## src/sitda_pkg.sv

```systemverilog
package sitda_pkg;

    localparam int VALUE_W = 32;
    localparam int CHAR_W = 8;
    localparam int DIGIT_W = 4;
    localparam int MAX_DIGITS = 10;
    localparam int NDIG_W = 4;

    localparam logic [CHAR_W-1:0] DIGIT_BASE = 8'd48;
    localparam logic [CHAR_W-1:0] MINUS_CHAR = 8'd45;

    // Reciprocal of ten scaled by 2^35, so that floor(x / 10) = (x * RECIP10) >> 35.
    localparam logic [VALUE_W-1:0] RECIP10 = 32'hCCCC_CCCD;
    localparam int RECIP10_SHIFT = 35;

    typedef struct packed {
        logic load;
        logic divide;
        logic emit;
    } ctrl_cmd_t;

    typedef struct packed {
        logic div_last;
        logic chars_left;
    } ctrl_status_t;

endpackage

```

## src/sitda_controller.sv

```systemverilog
module sitda_controller (
    input  logic                     clk,
    input  logic                     rst_n,
    input  logic                     value_valid,
    output logic                     value_ready,
    output logic                     char_valid,
    input  logic                     char_ready,
    input  sitda_pkg::ctrl_status_t  status,
    output sitda_pkg::ctrl_cmd_t     cmd
);

    localparam logic [1:0] ST_IDLE = 2'd0;
    localparam logic [1:0] ST_CONV = 2'd1;
    localparam logic [1:0] ST_EMIT = 2'd2;

    logic [1:0] state_reg;
    logic [1:0] state_next;
    logic       valid_reg;
    logic       valid_next;
    logic       out_free;

    assign out_free    = !valid_reg || char_ready;
    assign value_ready = (state_reg == ST_IDLE);
    assign char_valid  = valid_reg;

    always_comb
    begin
        state_next = state_reg;
        valid_next = valid_reg;
        cmd        = '0;
        unique case (state_reg)
            ST_IDLE:
            begin
                if (value_valid)
                begin
                    cmd.load   = 1'b1;
                    state_next = ST_CONV;
                end
            end
            ST_CONV:
            begin
                cmd.divide = 1'b1;
                if (status.div_last)
                begin
                    state_next = ST_EMIT;
                end
            end
            ST_EMIT:
            begin
                if (out_free)
                begin
                    if (status.chars_left)
                    begin
                        cmd.emit   = 1'b1;
                        valid_next = 1'b1;
                    end
                    else
                    begin
                        valid_next = 1'b0;
                        state_next = ST_IDLE;
                    end
                end
            end
            default:
            begin
                state_next = ST_IDLE;
                valid_next = 1'b0;
            end
        endcase
    end

    always_ff @(posedge clk or negedge rst_n)
    begin
        if (!rst_n)
        begin
            state_reg <= ST_IDLE;
            valid_reg <= 1'b0;
        end
        else
        begin
            state_reg <= state_next;
            valid_reg <= valid_next;
        end
    end

endmodule
```

## config.mk

```make
export PLATFORM = sky130hd
export DESIGN_NAME = sitda_controller
export DESIGN_NICKNAME = d
export VERILOG_FILES = /design/src/sitda_pkg.sv /design/src/sitda_controller.sv
export SDC_FILE = /design/constraint.sdc
export NUM_CORES = 1
export LEC_CHECK = 0
export CORE_AREA = 2 2 39 41
export DETAILED_ROUTE_END_ITERATION = 6
export DIE_AREA = 0 0 41 43
export DONT_BUFFER_PORTS = 1
export SYNTH_ARGS = -nofsm -noshare
export SYNTH_HDL_FRONTEND = slang
export SYNTH_SLANG_ARGS = --single-unit
```

## constraint.sdc

```tcl
create_clock -name clk -period 1.6 [get_ports clk]
set_input_delay 0.08 -clock clk [delete_from_list [all_inputs] [get_ports clk]]
set_output_delay 0.08 -clock clk [all_outputs]
set_load 0.02 [all_outputs]
```

==> impl_table.tex <==
\begin{tabular}{lr}
\hline
Metric & Value \\
\hline
\multicolumn{2}{l}{\textbf{Status}} \\
\quad Run status & complete, no violations \\
\multicolumn{2}{l}{\textbf{Global route}} \\
\quad Global-route track usage on met3 & under 10\% \\
\quad Total global routing overflow & 0 \\
\quad Total global routing track utilization & 5.92\% \\
\quad Wire length of the first global-routing pass & $\sim$590 µm \\
\quad Global-route layer with the greatest usage & met3 \\
\quad Via count of the first global-routing pass & around 160 \\
\quad Maximum number of pins on one net before global-route repair & 8 \\
\quad Met2 Track Usage GR & under 10\% \\
\quad Number of antenna violations at the first check in global routing & 0 \\
\quad Global-route track usage on met1 & between 5 and 6\% \\
\multicolumn{2}{l}{\textbf{Timing}} \\
\quad Final setup vio count & 0 \\
\quad Max Clock Freq & around 760 MHz \\
\quad Worst clock skew on the final layout & 0.00166 ns \\
\quad Max-slew violation count & 0 \\
\quad Slew margin rel. & between 80 and 90\% \\
\quad Post-route clock period utilization & 81.8\% \\
\quad Final hold violation count & 0 \\
\quad Final worst-path setup slack & between 0.2 and 0.3 ns \\
\quad Slew at the pin closest to its max-slew limit & around 0.28 ns \\
\quad Tmin final & 1.31 ns \\
\quad Setup TNS & 0 ns \\
\quad Worst hold slack & around 0.022 ns \\
\quad Setup repair after global routing missed its margin & no \\
\multicolumn{2}{l}{\textbf{Hold path}} \\
\quad Worst Hold Endpoint & state\_reg[0]\$\_DFFE\_PN0P\_ \\
\quad Count of cells along the worst hold path & 2 \\
\quad Tightest Hold Check Type & primary input to flip-flop \\
\quad Hold path startpoint & value\_valid \\
\multicolumn{2}{l}{\textbf{Worst setup path}} \\
\quad Largest fanout of any net on the critical path & 3 \\
\quad RR Endpoint & state\_reg[1]\$\_DFFE\_PN0P\_ \\
\quad Required time of the critical path & roughly 1.5 ns \\
\quad Arr. time, crit path & between 1 and 1.5 ns \\
\quad CP Class & flip-flop to output port \\
\quad Reg2reg setup slack & around 0.60 ns \\
\quad Type of element launching the critical path & flip-flop \\
\quad Reg-to-reg startpoint & state\_reg[0]\$\_DFFE\_PN0P\_ \\
\quad Setup crit end kind & output port \\
\quad R2R cell count & 3 \\
\multicolumn{2}{l}{\textbf{Synth}} \\
\quad Share of synthesized area spent on multiplexers & under 10\% \\
\quad XOR/XNOR Fraction of Synth Area & 0\% \\
\quad Dominant combinational cell family by area after synthesis & simple AND/OR/NAND/NOR gates \\
\quad Number of storage elements in the synthesis netlist & 3 \\
\quad Adder-Cell Fraction of Synth Area & 0\% \\
\quad Number of distinct standard cells referenced by the synthesized netlist & 12 \\
\quad Register area share after synthesis & between 40\% and 50\% \\
\quad Simple logic cell fraction of the synthesized area & approximately a quarter \\
\quad Post-synth net total & 24 \\
\quad Gate Count Post-Synth & 18 \\
\quad Post-synthesis compound-gate area fraction & 13.7\% \\
\quad Syn\_area\_per\_cell & roughly 8.6 µm² \\
\quad Yosys warning count & 0 \\
\quad Post-Synthesis Cell Area & between 150 and 200 µm² \\
\multicolumn{2}{l}{\textbf{Routing}} \\
\quad Post-detailed-route count of antenna-violating nets & 0 \\
\quad DRT iter0 DRCs & 7 \\
\quad DR WL/cell & 9.50 µm \\
\quad Total via count after detailed routing & about 150 \\
\quad DRT Pass-1 Iters & 3 \\
\quad Via density & 3.62 \\
\quad Sum of routed wire length over all layers & about 400 µm \\
\quad DR DRC count & 0 \\
\multicolumn{2}{l}{\textbf{Power and ir drop}} \\
\quad Leakage Power & 0.107 nW \\
\quad Maximum vdd ir drop & around 0.50 mV \\
\quad Power density of the placed cells & approximately 2200 mW/mm² \\
\multicolumn{2}{l}{\textbf{CTS}} \\
\quad Clock Root Buffer & sky130\_fd\_sc\_hd\_\_clkbuf\_4 \\
\quad Clock buffer count from CTS & 3 \\
\quad Max clock buf depth & 2 \\
\quad Number of levels in the clock H-tree & 1 \\
\quad Clock net sink count & 3 \\
\quad Clock slew at reported path FFs & 0.04 ns \\
\quad Later-pin clock latency in the skew report & 0.23 ns \\
\quad Clock tree from TritonCTS & built \\
\quad Post-cts gate resize count & 0 \\
\multicolumn{2}{l}{\textbf{Cells and area}} \\
\quad Synth-to-layout area growth & 52.4\% \\
\quad Antenna Cells & 0 \\
\quad Number of standard cells in the layout, taps in and fillers out & 42 \\
\quad Flip-flop count of the largest register after layout & 2 \\
\quad Nets & 33 \\
\quad Post-route cell area & 236 µm² \\
\quad Leading cell types in the layout, fill and taps excluded & sky130\_fd\_sc\_hd\_\_dfrtp\_1, sky130\_fd\_sc\_hd\_\_clkbuf\_4 \\
\quad Fraction of final layout cells with drive strength greater than 1 & 23.1\% \\
\multicolumn{2}{l}{\textbf{Floorplan}} \\
\quad Die outline area & roughly 0.0018 mm² \\
\quad Effective utilization at floorplan & approximately 11\% \\
\quad Total core area & between 0.001 and 0.0015 mm² \\
\quad Die Span X & about 41 µm \\
\quad Die height & 43 µm \\
\quad Site row count & 14 \\
\quad Number of top-level design ports & 11 \\
\multicolumn{2}{l}{\textbf{Placed design}} \\
\quad Placed Instance Area & between 150 and 200 µm² \\
\quad Worst setup slack after placement & $\sim$0.53 ns \\
\quad Number of buffers inserted by port buffering & 0 \\
\quad Number of instances in the placed design & 36 \\
\quad Final RePlAce weighted congestion & between 0.5 and 0.6 \\
\multicolumn{2}{l}{\textbf{Run}} \\
\quad Max\_cap viols & 0 \\
\hline
\end{tabular}
cell type report:
type | instances | area (µm²)
timing repair buffer | 4 | 35.0
clock buffer | 4 | 26.3
fill | 167 | 1150
inverter | 2 | 7.51
tap | 16 | 20.0
multi-input combinational | 13 | 72.6
sequential | 3 | 75.1
per-stage QoR:
stage	power (mW)	util (%)
after floorplan	0.325	-
after global placement	0.381	13.7
after detailed placement	0.384	13.7
after CTS	0.532	17.1
after global routing	0.566	17.1
final	0.524	17.1
logic make-up (layout without fill, tap and decap cells):
group	count (synthesis)	count (layout)
compound gates	4	4
buf+inv	2	10
flops	3	3
mux	1	1
simple gates	8	8
timing repair:
item | CTS | global route
setup buffers | 0 | 0
endpoints found under the hold margin | 4 | 0
endpoints found under the setup margin | 0 | 0
hold buffers | 2 | 0
how the worst max path moves through the flow:
stage | from | to | slack [ns] | depth (start not counted)
finish | char_valid$_DFFE_PN0P_ | cmd[0] | 0.29 | 3
CTS | char_valid$_DFFE_PN0P_ | cmd[0] | 0.27 | 3
global placement | char_valid$_DFFE_PN0P_ | cmd[0] | 0.52 | 3
detailed placement | char_valid$_DFFE_PN0P_ | cmd[0] | 0.53 | 3
global route | char_valid$_DFFE_PN0P_ | cmd[0] | 0.22 | 3
floorplan | char_valid$_DFFE_PN0P_ | cmd[0] | 0.40 | 2
synth_stat cells:
library cell	count	area (µm²)
sky130_fd_sc_hd__dfrtp_1	3	75.1
sky130_fd_sc_hd__inv_1	2	7.51
sky130_fd_sc_hd__nand2_1	2	7.51
sky130_fd_sc_hd__nor2_1	2	7.51
sky130_fd_sc_hd__o21ai_1	2	10.0
sky130_fd_sc_hd__a21oi_1	1	5.00
sky130_fd_sc_hd__and2_1	1	6.26
sky130_fd_sc_hd__mux2i_1	1	10.0
sky130_fd_sc_hd__nor2b_1	1	6.26
sky130_fd_sc_hd__nor2b_2	1	8.76
sky130_fd_sc_hd__nor3_1	1	5.00
sky130_fd_sc_hd__o22ai_1	1	6.26
metal layers:
| metal | wire, µm | up-vias |
|---|---|---|
| li1 | - | 74 |
| met1 | 182 | 66 |
| met2 | 160 | 10 |
| met3 | 43 | 2 |
| met4 | 12 | 0 |
| met5 | 0 | - |
where the power goes:
| part | internal (mW) | total (mW) | switching (mW) |
|---|---|---|---|
| clock | 0.0936 | 0.135 | 0.0410 |
| combinational | 0.0852 | 0.204 | 0.118 |
| sequential | 0.114 | 0.186 | 0.0718 |
| total | 0.293 | 0.524 | 0.231 |
worst max-delay path, stage by stage, from the launching register on:
cell	delay, ns
sky130_fd_sc_hd__dfrtp_1	0.45
sky130_fd_sc_hd__nor2b_1	0.19
sky130_fd_sc_hd__nor3_1	0.18
sky130_fd_sc_hd__buf_4	0.17
Note: power is estimated with default switching activity, not from simulation.
